### src/hw/rtl/dpca_pkg.sv
// Shared types, constants and helpers for the drum pad choke arbiter.
// Used by dpca_cell and drum_pad_choke_arbiter; depends on nothing else.

package dpca_pkg;

    localparam int PADS      = 16;
    localparam int PAD_W     = $clog2(PADS);
    localparam int NOTES     = 128;
    localparam int NOTE_W    = $clog2(NOTES);
    localparam int BASE_NOTE = 36;
    localparam int VEL_W     = 7;
    localparam int GRP_W     = 4;
    localparam int BLK_W     = 32;
    localparam int WIN_W     = 8;
    localparam int ENT_W     = PAD_W + 1;

    // Configuration register indexes.
    localparam logic CFG_AUTO_SELECT = 1'b0;
    localparam logic CFG_LIVE_WINDOW = 1'b1;

    typedef enum logic [2:0] {
        CMD_NOTE_ON    = 3'd0,
        CMD_NOTE_OFF   = 3'd1,
        CMD_BLOCK_TICK = 3'd2,
        CMD_MAP_NOTE   = 3'd3,
        CMD_SET_GROUP  = 3'd4,
        CMD_VOICE_DONE = 3'd5,
        CMD_ALL_OFF    = 3'd6,
        CMD_LIVE_ARM   = 3'd7
    } t_cmd;

    typedef enum logic [2:0] {
        ACT_START   = 3'd0,
        ACT_CHOKE   = 3'd1,
        ACT_RELEASE = 3'd2,
        ACT_LOST    = 3'd3,
        ACT_DONE    = 3'd4,
        ACT_IGNORED = 3'd5
    } t_action;

    typedef enum logic [2:0] {
        S_IDLE,
        S_LOOKUP,
        S_WALK,
        S_START,
        S_DONE,
        S_MAP_CHECK,
        S_MAP_SET
    } t_state;

    // Query that travels down the row of pad cells during a note-on.
    typedef struct packed {
        logic              valid;
        logic [PAD_W-1:0]  pad;
        logic [GRP_W-1:0]  grp;
        logic [NOTE_W-1:0] note;
    } t_walk_pkt;

    // What a cell decides about the query it currently holds.
    typedef struct packed {
        logic             hit;
        logic             lose;
        logic [PAD_W-1:0] pad;
    } t_verdict;

    // State updates broadcast to all cells; each cell matches pad to its index, but all_off clears every cell.
    typedef struct packed {
        logic              set_group;
        logic              clear_voice;
        logic              all_off;
        logic              start_voice;
        logic              set_note;
        logic [PAD_W-1:0]  pad;
        logic [GRP_W-1:0]  grp;
        logic [NOTE_W-1:0] note;
        logic [BLK_W-1:0]  blk;
    } t_cell_ctl;

    typedef struct packed {
        logic             valid;
        logic [PAD_W-1:0] pad;
    } t_map_entry;

    // Note map contents after reset: the pad row starts at the base note.
    function automatic t_map_entry f_reset_entry(input logic [NOTE_W-1:0] note);
        logic [NOTE_W:0] rel;
        t_map_entry      e;
        rel     = {1'b0, note} - (NOTE_W+1)'(BASE_NOTE);
        e.valid = ({1'b0, note} >= (NOTE_W+1)'(BASE_NOTE)) &&
                  (rel < (NOTE_W+1)'(PADS));
        e.pad   = rel[PAD_W-1:0];
        return e;
    endfunction

endpackage

### src/hw/rtl/dpca_ram.sv
// Generic single-write, single-read RAM with a registered read port.
// Stand-alone; no package dependency.

module dpca_ram #(
    parameter int WIDTH = 8,
    parameter int DEPTH = 16
) (
    input  logic                     i_clk,
    input  logic                     i_we,
    input  logic [$clog2(DEPTH)-1:0] i_waddr,
    input  logic [WIDTH-1:0]         i_wdata,
    input  logic                     i_re,
    input  logic [$clog2(DEPTH)-1:0] i_raddr,
    output logic [WIDTH-1:0]         o_rdata
);

    logic [WIDTH-1:0] r_mem [DEPTH];
    logic [WIDTH-1:0] r_rdata;

    always_ff @(posedge i_clk) begin
        if (i_we) begin
            r_mem[i_waddr] <= i_wdata;
        end
        if (i_re) begin
            r_rdata <= r_mem[i_raddr];
        end
    end

    assign o_rdata = r_rdata;

endmodule

### src/hw/rtl/dpca_cell.sv
// One pad cell: holds the pad's note, group and voice, and checks the walk query.
// Depends on dpca_pkg.

module dpca_cell import dpca_pkg::*; (
    input  logic              i_clk,
    input  logic              i_rst_n,
    input  logic [PAD_W-1:0]  i_idx,
    input  logic              i_adv,
    input  t_walk_pkt         i_pkt,
    output t_walk_pkt         o_pkt,
    output t_verdict          o_verdict,
    output logic              o_busy,
    input  t_cell_ctl         i_ctl,
    input  logic [BLK_W-1:0]  i_block,
    output logic [NOTE_W-1:0] o_pad_note,
    output logic [GRP_W-1:0]  o_group
);

    t_walk_pkt         r_pkt;
    logic [NOTE_W-1:0] r_pad_note;
    logic [GRP_W-1:0]  r_group;
    logic              r_active;
    logic [NOTE_W-1:0] r_vnote;
    logic [BLK_W-1:0]  r_vblock;

    logic sel;
    logic hit;
    logic lose;

    assign sel  = (i_ctl.pad == i_idx);
    assign hit  = r_pkt.valid && (r_pkt.pad != i_idx) && (r_group == r_pkt.grp) && r_active;
    // A voice started in this block with a higher note wins over the new one.
    assign lose = hit && (r_vblock == i_block) && (r_vnote > r_pkt.note);

    always_comb begin
        o_pkt       = r_pkt;
        o_pkt.valid = r_pkt.valid && !lose;
    end

    assign o_verdict.hit  = hit;
    assign o_verdict.lose = lose;
    assign o_verdict.pad  = i_idx;
    assign o_busy         = r_pkt.valid;
    assign o_pad_note     = r_pad_note;
    assign o_group        = r_group;

    always_ff @(posedge i_clk) begin
        if (!i_rst_n) begin
            r_pkt      <= '0;
            r_pad_note <= NOTE_W'(BASE_NOTE) + NOTE_W'(i_idx);
            r_group    <= '0;
            r_active   <= 1'b0;
            r_vnote    <= '0;
            r_vblock   <= '0;
        end else begin
            if (i_adv) begin
                r_pkt <= i_pkt;
            end
            if (i_ctl.set_group && sel) begin
                r_group <= i_ctl.grp;
            end
            if (i_ctl.set_note && sel) begin
                r_pad_note <= i_ctl.note;
            end
            if (i_ctl.all_off) begin
                r_active <= 1'b0;
            end else if (i_ctl.clear_voice && sel) begin
                r_active <= 1'b0;
            end else if (i_ctl.start_voice && sel) begin
                r_active <= 1'b1;
                r_vnote  <= i_ctl.note;
                r_vblock <= i_ctl.blk;
            end
        end
    end

endmodule

### src/hw/rtl/drum_pad_choke_arbiter.sv
// Top level of the drum pad choke arbiter: control, note map RAM and the pad cell row.
// Depends on dpca_pkg, dpca_ram and dpca_cell.
//
//   channel   valid        ready        payload
//   input     i_in_valid   o_in_ready   i_command i_pad i_note i_velocity i_group
//                                       i_transport_running i_host_vouches
//   output    o_out_valid  i_out_ready  o_action o_out_pad o_out_note o_out_velocity
//                                       o_focus_pad o_last
//   config    i_cfg_valid  o_cfg_ready  i_cfg_index i_cfg_data
//
// One item at a time. A note-on of a grouped pad passes the accept, a note map read,
// then each pad cell in turn as the query moves down the row, then the start item, or it
// ends early with a lost item. An ungrouped note-on skips the walk; map_note does a check
// step and a set step. A stalled output holds the walk in place. Reset is synchronous; no
// clearing pass.

module drum_pad_choke_arbiter import dpca_pkg::*; (
    input  logic              i_clk,
    input  logic              i_rst_n,
    input  logic              i_in_valid,
    output logic              o_in_ready,
    input  logic [2:0]        i_command,
    input  logic [3:0]        i_pad,
    input  logic [NOTE_W-1:0] i_note,
    input  logic [VEL_W-1:0]  i_velocity,
    input  logic [GRP_W-1:0]  i_group,
    input  logic              i_transport_running,
    input  logic              i_host_vouches,
    output logic              o_out_valid,
    input  logic              i_out_ready,
    output logic [2:0]        o_action,
    output logic [3:0]        o_out_pad,
    output logic [NOTE_W-1:0] o_out_note,
    output logic [VEL_W-1:0]  o_out_velocity,
    output logic [3:0]        o_focus_pad,
    output logic              o_last,
    input  logic              i_cfg_valid,
    output logic              o_cfg_ready,
    input  logic              i_cfg_index,
    input  logic [WIN_W-1:0]  i_cfg_data
);

    t_state            r_state, n_state;
    logic              r_auto;
    logic [WIN_W-1:0]  r_window;
    logic [BLK_W-1:0]  r_block, n_block;
    logic [PAD_W-1:0]  r_focus, n_focus;
    logic              r_armed, n_armed;
    logic [BLK_W-1:0]  r_arm_block, n_arm_block;
    logic [NOTES-1:0]  r_written;

    logic              r_is_on;
    logic [PAD_W-1:0]  r_pad;
    logic [NOTE_W-1:0] r_note;
    logic [VEL_W-1:0]  r_vel;
    logic              r_running;
    logic              r_vouch;
    logic [NOTE_W-1:0] r_lk_addr;
    logic              r_lk_written;
    logic [PAD_W-1:0]  r_p, n_p;

    logic              r_out_valid;
    t_action           r_out_act;
    logic [PAD_W-1:0]  r_out_pad;
    logic [NOTE_W-1:0] r_out_note;
    logic [VEL_W-1:0]  r_out_vel;
    logic [PAD_W-1:0]  r_out_focus;
    logic              r_out_last;

    logic              in_acc;
    logic              slot_free;
    logic              ld;
    t_action           ld_act;
    logic [PAD_W-1:0]  ld_pad;
    logic [NOTE_W-1:0] ld_note;
    logic [VEL_W-1:0]  ld_vel;
    logic              ld_last;

    logic              ram_we;
    logic [NOTE_W-1:0] ram_waddr;
    logic [ENT_W-1:0]  ram_wdata;
    logic              ram_re;
    logic [NOTE_W-1:0] ram_raddr;
    logic [ENT_W-1:0]  ram_rdata;
    t_map_entry        ent;

    t_cell_ctl         ctl;
    logic              launch;
    t_walk_pkt         launch_pkt;
    logic              adv;
    t_walk_pkt         w_pkt [PADS+1];
    t_verdict          w_verdict [PADS];
    logic [PADS-1:0]   w_busy;
    logic [NOTE_W-1:0] w_pad_note [PADS];
    logic [GRP_W-1:0]  w_group [PADS];

    logic              vd_hit;
    logic              vd_lose;
    logic [PAD_W-1:0]  vd_pad;
    logic [BLK_W-1:0]  arm_age;
    logic              take_focus;

    assign in_acc      = i_in_valid && o_in_ready;
    assign o_in_ready  = (r_state == S_IDLE);
    assign o_cfg_ready = 1'b1;
    assign slot_free   = !r_out_valid || i_out_ready;
    assign adv         = launch || ((r_state == S_WALK) && slot_free);
    // Entries never written since reset read as the reset mapping.
    assign ent         = r_lk_written ? t_map_entry'(ram_rdata) : f_reset_entry(r_lk_addr);
    assign arm_age     = r_block - r_arm_block;
    assign w_pkt[0]    = launch_pkt;

    dpca_ram #(
        .WIDTH (ENT_W),
        .DEPTH (NOTES)
    ) u_note_map (
        .i_clk   (i_clk),
        .i_we    (ram_we),
        .i_waddr (ram_waddr),
        .i_wdata (ram_wdata),
        .i_re    (ram_re),
        .i_raddr (ram_raddr),
        .o_rdata (ram_rdata)
    );

    genvar g;
    for (g = 0; g < PADS; g++) begin : g_cell
        dpca_cell u_cell (
            .i_clk      (i_clk),
            .i_rst_n    (i_rst_n),
            .i_idx      (PAD_W'(g)),
            .i_adv      (adv),
            .i_pkt      (w_pkt[g]),
            .o_pkt      (w_pkt[g+1]),
            .o_verdict  (w_verdict[g]),
            .o_busy     (w_busy[g]),
            .i_ctl      (ctl),
            .i_block    (r_block),
            .o_pad_note (w_pad_note[g]),
            .o_group    (w_group[g])
        );
    end

    // Only one cell holds the query, so its verdict can be gathered by OR.
    always_comb begin
        vd_hit  = 1'b0;
        vd_lose = 1'b0;
        vd_pad  = '0;
        for (int i = 0; i < PADS; i++) begin
            vd_hit  = vd_hit | w_verdict[i].hit;
            vd_lose = vd_lose | w_verdict[i].lose;
            vd_pad  = vd_pad | (w_verdict[i].hit ? w_verdict[i].pad : '0);
        end
    end

    always_comb begin
        n_state     = r_state;
        n_block     = r_block;
        n_focus     = r_focus;
        n_armed     = r_armed;
        n_arm_block = r_arm_block;
        n_p         = r_p;
        ld          = 1'b0;
        ld_act      = ACT_IGNORED;
        ld_pad      = '0;
        ld_note     = '0;
        ld_vel      = '0;
        ld_last     = 1'b0;
        ram_we      = 1'b0;
        ram_waddr   = r_note;
        ram_wdata   = '0;
        ram_re      = 1'b0;
        ram_raddr   = i_note;
        ctl         = '0;
        launch      = 1'b0;
        take_focus  = 1'b0;
        launch_pkt  = '0;

        case (r_state)
            S_IDLE: begin
                ctl.pad = i_pad[PAD_W-1:0];
                ctl.grp = i_group;
                if (in_acc) begin
                    case (t_cmd'(i_command))
                        CMD_NOTE_ON, CMD_NOTE_OFF: begin
                            ram_re  = 1'b1;
                            n_state = S_LOOKUP;
                        end
                        CMD_BLOCK_TICK: begin
                            n_block = r_block + BLK_W'(1);
                        end
                        CMD_MAP_NOTE: begin
                            ram_re    = 1'b1;
                            ram_raddr = w_pad_note[i_pad[PAD_W-1:0]];
                            n_state   = S_MAP_CHECK;
                        end
                        CMD_SET_GROUP: begin
                            ctl.set_group = 1'b1;
                        end
                        CMD_VOICE_DONE: begin
                            ctl.clear_voice = 1'b1;
                            n_state         = S_DONE;
                        end
                        CMD_ALL_OFF: begin
                            ctl.all_off = 1'b1;
                        end
                        CMD_LIVE_ARM: begin
                            n_armed     = 1'b1;
                            n_arm_block = r_block;
                        end
                        default: ;
                    endcase
                end
            end
            S_LOOKUP: begin
                if (!r_is_on || !ent.valid) begin
                    if (slot_free) begin
                        ld      = 1'b1;
                        ld_act  = ent.valid ? ACT_RELEASE : ACT_IGNORED;
                        ld_pad  = ent.valid ? ent.pad : '0;
                        ld_note = r_note;
                        ld_last = 1'b1;
                        n_state = S_IDLE;
                    end
                end else begin
                    n_p = ent.pad;
                    take_focus = r_auto && ((!r_running && !r_vouch) ||
                                 (r_armed && (arm_age <= BLK_W'(r_window))));
                    if (take_focus) begin
                        n_focus = ent.pad;
                        n_armed = 1'b0;
                    end
                    if (w_group[ent.pad] != '0) begin
                        launch           = 1'b1;
                        launch_pkt.valid = 1'b1;
                        launch_pkt.pad   = ent.pad;
                        launch_pkt.grp   = w_group[ent.pad];
                        launch_pkt.note  = r_note;
                        n_state          = S_WALK;
                    end else begin
                        n_state = S_START;
                    end
                end
            end
            S_WALK: begin
                if (slot_free) begin
                    if (vd_hit) begin
                        ld      = 1'b1;
                        ld_act  = vd_lose ? ACT_LOST : ACT_CHOKE;
                        ld_pad  = vd_lose ? r_p : vd_pad;
                        ld_note = vd_lose ? r_note : '0;
                        ld_last = vd_lose;
                        if (vd_lose) begin
                            n_state = S_IDLE;
                        end
                    end
                    if (w_pkt[PADS].valid) begin
                        n_state = S_START;
                    end
                end
            end
            S_START: begin
                if (slot_free) begin
                    ld              = 1'b1;
                    ld_act          = ACT_START;
                    ld_pad          = r_p;
                    ld_note         = r_note;
                    ld_vel          = r_vel;
                    ld_last         = 1'b1;
                    ctl.start_voice = 1'b1;
                    ctl.pad         = r_p;
                    ctl.note        = r_note;
                    ctl.blk         = r_block;
                    n_state         = S_IDLE;
                end
            end
            S_DONE: begin
                if (slot_free) begin
                    ld      = 1'b1;
                    ld_act  = ACT_DONE;
                    ld_pad  = r_pad;
                    ld_last = 1'b1;
                    n_state = S_IDLE;
                end
            end
            S_MAP_CHECK: begin
                // Drop the old note only if it still points at this pad.
                if (ent.valid && (ent.pad == r_pad)) begin
                    ram_we    = 1'b1;
                    ram_waddr = r_lk_addr;
                    ram_wdata = {1'b0, r_pad};
                end
                n_state = S_MAP_SET;
            end
            S_MAP_SET: begin
                ram_we       = 1'b1;
                ram_waddr    = r_note;
                ram_wdata    = {1'b1, r_pad};
                ctl.set_note = 1'b1;
                ctl.pad      = r_pad;
                ctl.note     = r_note;
                n_state      = S_IDLE;
            end
            default: begin
                n_state = S_IDLE;
            end
        endcase
    end

    always_ff @(posedge i_clk) begin
        if (!i_rst_n) begin
            r_state     <= S_IDLE;
            r_auto      <= 1'b1;
            r_window    <= WIN_W'(4);
            r_block     <= '0;
            r_focus     <= '0;
            r_armed     <= 1'b0;
            r_arm_block <= '0;
            r_written   <= '0;
            r_out_valid <= 1'b0;
        end else begin
            r_state     <= n_state;
            r_block     <= n_block;
            r_focus     <= n_focus;
            r_armed     <= n_armed;
            r_arm_block <= n_arm_block;
            if (ram_we) begin
                r_written[ram_waddr] <= 1'b1;
            end
            if (i_cfg_valid && o_cfg_ready) begin
                case (i_cfg_index)
                    CFG_AUTO_SELECT: r_auto   <= i_cfg_data[0];
                    CFG_LIVE_WINDOW: r_window <= i_cfg_data;
                    default: ;
                endcase
            end
            if (ld) begin
                r_out_valid <= 1'b1;
            end else if (i_out_ready) begin
                r_out_valid <= 1'b0;
            end
        end
    end

    always_ff @(posedge i_clk) begin
        r_p <= n_p;
        if (in_acc) begin
            r_is_on      <= (t_cmd'(i_command) == CMD_NOTE_ON);
            r_pad        <= i_pad[PAD_W-1:0];
            r_note       <= i_note;
            r_vel        <= i_velocity;
            r_running    <= i_transport_running;
            r_vouch      <= i_host_vouches;
            r_lk_addr    <= ram_raddr;
            r_lk_written <= r_written[ram_raddr];
        end
        if (ld) begin
            r_out_act   <= ld_act;
            r_out_pad   <= ld_pad;
            r_out_note  <= ld_note;
            r_out_vel   <= ld_vel;
            r_out_focus <= r_focus;
            r_out_last  <= ld_last;
        end
    end

    assign o_out_valid    = r_out_valid;
    assign o_action       = r_out_act;
    assign o_out_pad      = 4'(r_out_pad);
    assign o_out_note     = r_out_note;
    assign o_out_velocity = r_out_vel;
    assign o_focus_pad    = 4'(r_out_focus);
    assign o_last         = r_out_last;

    // The query sits in at most one cell at a time.
    a_one_query: assert property (@(posedge i_clk) disable iff (!i_rst_n)
        $onehot0(w_busy))
        else $error("more than one cell holds the walk query");

    // Outside a walk the cell row is empty.
    a_row_empty: assert property (@(posedge i_clk) disable iff (!i_rst_n)
        (r_state != S_WALK) |-> (w_busy == '0))
        else $error("walk query left in the cell row");

    // A launch puts the query into the first cell.
    a_launch: assert property (@(posedge i_clk) disable iff (!i_rst_n)
        launch |=> ((r_state == S_WALK) && w_busy[0]))
        else $error("launched query did not reach the first cell");

    // A remap always leaves the new note marked as written.
    a_map_mark: assert property (@(posedge i_clk) disable iff (!i_rst_n)
        (r_state == S_MAP_SET) |=> r_written[$past(r_note)])
        else $error("remapped note not marked as written");

endmodule
### config.mk
export PLATFORM = sky130hd
export DESIGN_NAME = drum_pad_choke_arbiter
export DESIGN_NICKNAME = d
export VERILOG_FILES = /design/src/hw/rtl/dpca_pkg.sv /design/src/hw/rtl/dpca_ram.sv /design/src/hw/rtl/dpca_cell.sv /design/src/hw/rtl/drum_pad_choke_arbiter.sv
export SDC_FILE = /design/constraint.sdc
export NUM_CORES = 2
export LEC_CHECK = 0
export BUFFER_PORTS_ARGS = -buffer_cell sky130_fd_sc_hd__buf_2
export CAP_MARGIN = 5
export CORE_MARGIN = 1
export CORE_UTILIZATION = 40
export CTS_CLUSTER_SIZE = 24
export DETAILED_ROUTE_END_ITERATION = 8
export PLACE_DENSITY = 0.57
export SYNTH_ARGS = -nofsm -noshare
export SYNTH_HDL_FRONTEND = slang
export SYNTH_SLANG_ARGS = --single-unit
### constraint.sdc
create_clock -name i_clk -period 5.97 [get_ports i_clk]
set_input_delay 0.597 -clock i_clk [delete_from_list [all_inputs] [get_ports i_clk]]
set_output_delay 0.597 -clock i_clk [all_outputs]
set_load 0.1 [all_outputs]
==> flow_metrics.env <==
export IMPL_slowest_stage="nor4_2"
export IMPL_p_leak_uw=0.0340
export IMPL_via_count=65800
export IMPL_ant_nets=0
export IMPL_ff2ff_path_depth=18
export IMPL_pin_count=70
export IMPL_grt_pass1_wl_mm=385
export IMPL_synth_seq_cells=1986
export IMPL_max_freq_ghz=0.203
export IMPL_area_growth_pct=11.8
export IMPL_tightestPinTransition_ns=1.29
export IMPL_status="complete, no violations"
export IMPL_viasPerCell=5.43
export IMPL_min_period_ns=4.92
export IMPL_cts_tree="yes"
export IMPL_cp_num_cells=18
export IMPL_syn_area_um2=86900
export IMPL_crit_path_end="r_focus[2]"
export IMPL_final_nets=9288
export IMPL_r2r_end="r_focus[2]"
export IMPL_yosys_warnings=0
export IMPL_synth_area_per_cell_um2=9.37
export IMPL_crit_chain="inv_1 -> ha_1 -> a21o_1 -> a31oi_1 -> and2_1 -> o21ai_0 -> xor2_1 -> ha_1 -> a21oi_1 -> nand2_1 -> o21ai_0 -> o2111ai_1 -> or4_1 -> or4_1 -> nor4_2 -> and4bb_1 -> nor3_1 -> a211oi_1"
export IMPL_ys_top_cells_by_area="dfxtp_1 30%, edfxtp_1 24%, nand2_1 10%, a21oi_1 6.2%, xor2_1 3.5%"
export IMPL_grt_max_degree=189
export IMPL_clk_pin_slew_worst_paths_ns=0.06
export IMPL_cp_max_fo=5
export IMPL_max_slew_margin_pct=12.0
export IMPL_period_share_pct=82.4
export IMPL_cp_end_kind="flip-flop"
export IMPL_synth_cell_types=89
export IMPL_crit_path_start_kind="flip-flop"
export IMPL_clock_latency_ns=0.87
export IMPL_routed_wl_mm=255
export IMPL_wl_met3_mm=14.9
export IMPL_synth_top_cells_by_count="2310 x nand2_1, 1282 x dfxtp_1, 1077 x a21oi_1, 704 x edfxtp_1, 589 x nor2_1"
export IMPL_path_class="flip-flop to flip-flop"
export IMPL_dp_hpwl_mm=163
export IMPL_die_h_um=468
export IMPL_wl_per_cell_um=21.0
export IMPL_place_congestion=0.886
export IMPL_synth_top_cell_area_share_pct=29.5
export IMPL_drc_errors=0
export IMPL_whs_ns=0.0891
export IMPL_p_total_uw=28600
export IMPL_wl_met1_mm=110
export IMPL_ys_seq_area_share_pct=53.9
export IMPL_core_area_um2=215000
export IMPL_synth_flop_cell="dfxtp_1"
export IMPL_timing_final_ws_setup_ns=1.05
export IMPL_synth_edff_count=704
export IMPL_dr_pass1_iters=6
export IMPL_cp_startpoint="r_arm_block[4]"
export IMPL_powerDensity_nw_per_um2=294
export IMPL_grt_pass1_vias=63000
export IMPL_grt_usage_pct=22.8
export IMPL_fill_cells=20400
export IMPL_htreeDepth=4
export IMPL_rows=170
export IMPL_clock_sinks=1986
export IMPL_netlist_instances=9269
export IMPL_grt_overflow_total=0
export IMPL_ff2ff_setup_slack_ns=1.05
export IMPL_multiInputGateArea_um2=36700
export IMPL_r2r_start="r_arm_block[4]"
export IMPL_setup_viol=0
export IMPL_dieArea_um2=219000
export IMPL_vdd_drop_max_mv=0.320
export IMPL_dr_first_iter_drc_count=6192
export IMPL_crit_family="simple AND/OR/NAND/NOR gates"
export IMPL_clockBufferDepth=3
export IMPL_dr_wl_met2_mm=122
export IMPL_rsz0062_at_grt="no"
export IMPL_cpPeakStageDelay_ns=0.55
export IMPL_hold_class="primary input to flip-flop"
export IMPL_synthMostInstantiatedCell="nand2_1"
export IMPL_fin_setup_tns_ns=0
export IMPL_worstPathRequired_ns=6.72
export IMPL_synth_largest_area_cell="dfxtp_1"
export IMPL_drive_gt1_share_pct=8.57
export IMPL_drv_slew=0
export IMPL_pre_cts_slack_ns=0.979
export IMPL_final_util_pct=45.1
export IMPL_seq_area_um2=46800
export IMPL_finalHoldViolations=0
export IMPL_finClkSkew_ns=0.0530
export IMPL_start_util_pct=40.4
export IMPL_cts_setup_buffers=0
export IMPL_dieWidth_um=468
export IMPL_syn_nets=9464
export IMPL_cts_root_buf="clkbuf_16"
export IMPL_cts_made_buffers=206
export IMPL_crit_buf_inv=1
export IMPL_top_layer="met5"
export IMPL_arrival_ns=5.66
export IMPL_antenna_found_initial=10
export IMPL_async_flop_share_pct=0
export IMPL_portBuffers=68
export IMPL_maxCapViolCount=0
==> worst min-delay path by stage <==
stage,start,end,depth (start not counted)
2_1_floorplan,r_focus[3],o_focus_pad[3],0
3_3_place_gp,r_focus[1],o_focus_pad[1],0
3_5_place_dp,r_focus[0],o_focus_pad[0],0
4_1_cts,i_cfg_valid,r_window[4],3
5_1_grt,i_cfg_index,r_window[3],3
6_report,i_cfg_valid,r_window[4],3
==> flip-flops by register name, indices dropped and copies added (netlist names), 32 cells and up <==
signal,count
u_note_map.r_mem,640
g_cell.u_cell.r_vblock,512
g_cell.u_cell.o_pkt,240
r_written,128
g_cell.u_cell.o_pad_note,112
g_cell.u_cell.r_vnote,112
g_cell.u_cell.o_group,64
r_arm_block,32
r_block,32
==> logic make-up (layout without fill, tap and decap cells) <==
kind of cell | after synthesis | count (layout) | share of synthesized area, %
buffers and inverters | 852 | 855 | 4.05
other | 1 | 6 | 0.00432
flip-flops | 1986 | 1986 | 53.9
AO/OA/AOI/OAI | 1770 | 1770 | 11.7
XOR/XNOR | 622 | 622 | 6.28
multiplexers | 220 | 220 | 4.03
AND/OR/NAND/NOR | 3664 | 3664 | 17.9
adder cells (fa/ha/maj) | 154 | 154 | 2.23
==> cell type report <==
class                           count  share of cell area [%]
Clock inverter                     85                   0.961
Inverter                          188                   0.747
Tap cell                         2838                    3.66
Sequential cell                  1986                    48.2
Multi-Input combinational cell   6431                    37.8
Antenna cell                        5                  0.0129
Timing Repair Buffer              280                    2.47
Clock buffer                      302                    6.08
==> where the power goes <==
part	total, uW	internal [uW]	leakage [uW]	switching (uW)
Clock	13000	7420	0.00336	5590
Sequential	14000	14000	0.0160	53.5
Combinational	1530	352	0.0147	1180
==> per-stage QoR <==
stage               instance area (um^2)  instances
global route                       97100      12100
floorplan                          86900       9269
finish                             97100      12100
CTS                                97100      12100
detailed placement                 90000      11700
global placement                   90000      11700
==> tightest hold or removal path, delay by kind of cell <==
kind,cells,cell delay (ns)
AOI/OAI and AO/OA,1,0.06
and+or+nand+nor,1,0.10
buffers and inverters,1,0.15
==> routing by layer <==
layer	global-route usage [%]	up-vias
li1	-	31400
met1	30.0	32100
met4	7.54	2
met2	38.2	1914
met5	0	-
met3	3.50	406
==> what timing repair did <==
| action | CTS | global route |
|---|---|---|
| endpoints found under the hold margin | 39 | 0 |
| hold buffers | 25 | 0 |
| setup endpoints to repair | 0 | 0 |
| resized for setup | 0 | 0 |
==> layout by cell type, fill, tap and decap left out, types with 155 or more instances in the layout <==
master | Yosys | final
clkbuf_16 | 0 | 207
nand2_1 | 2310 | 2309
o21ai_0 | 182 | 182
nor2_1 | 589 | 571
buf_4 | 18 | 155
dfxtp_1 | 1282 | 1250
inv_1 | 183 | 182
nand3_1 | 200 | 189
a21oi_1 | 1077 | 1077
edfxtp_1 | 704 | 704
xnor2_1 | 277 | 277
xor2_1 | 344 | 344
o21a_1 | 162 | 162
Power figures use the tool's default switching activity.
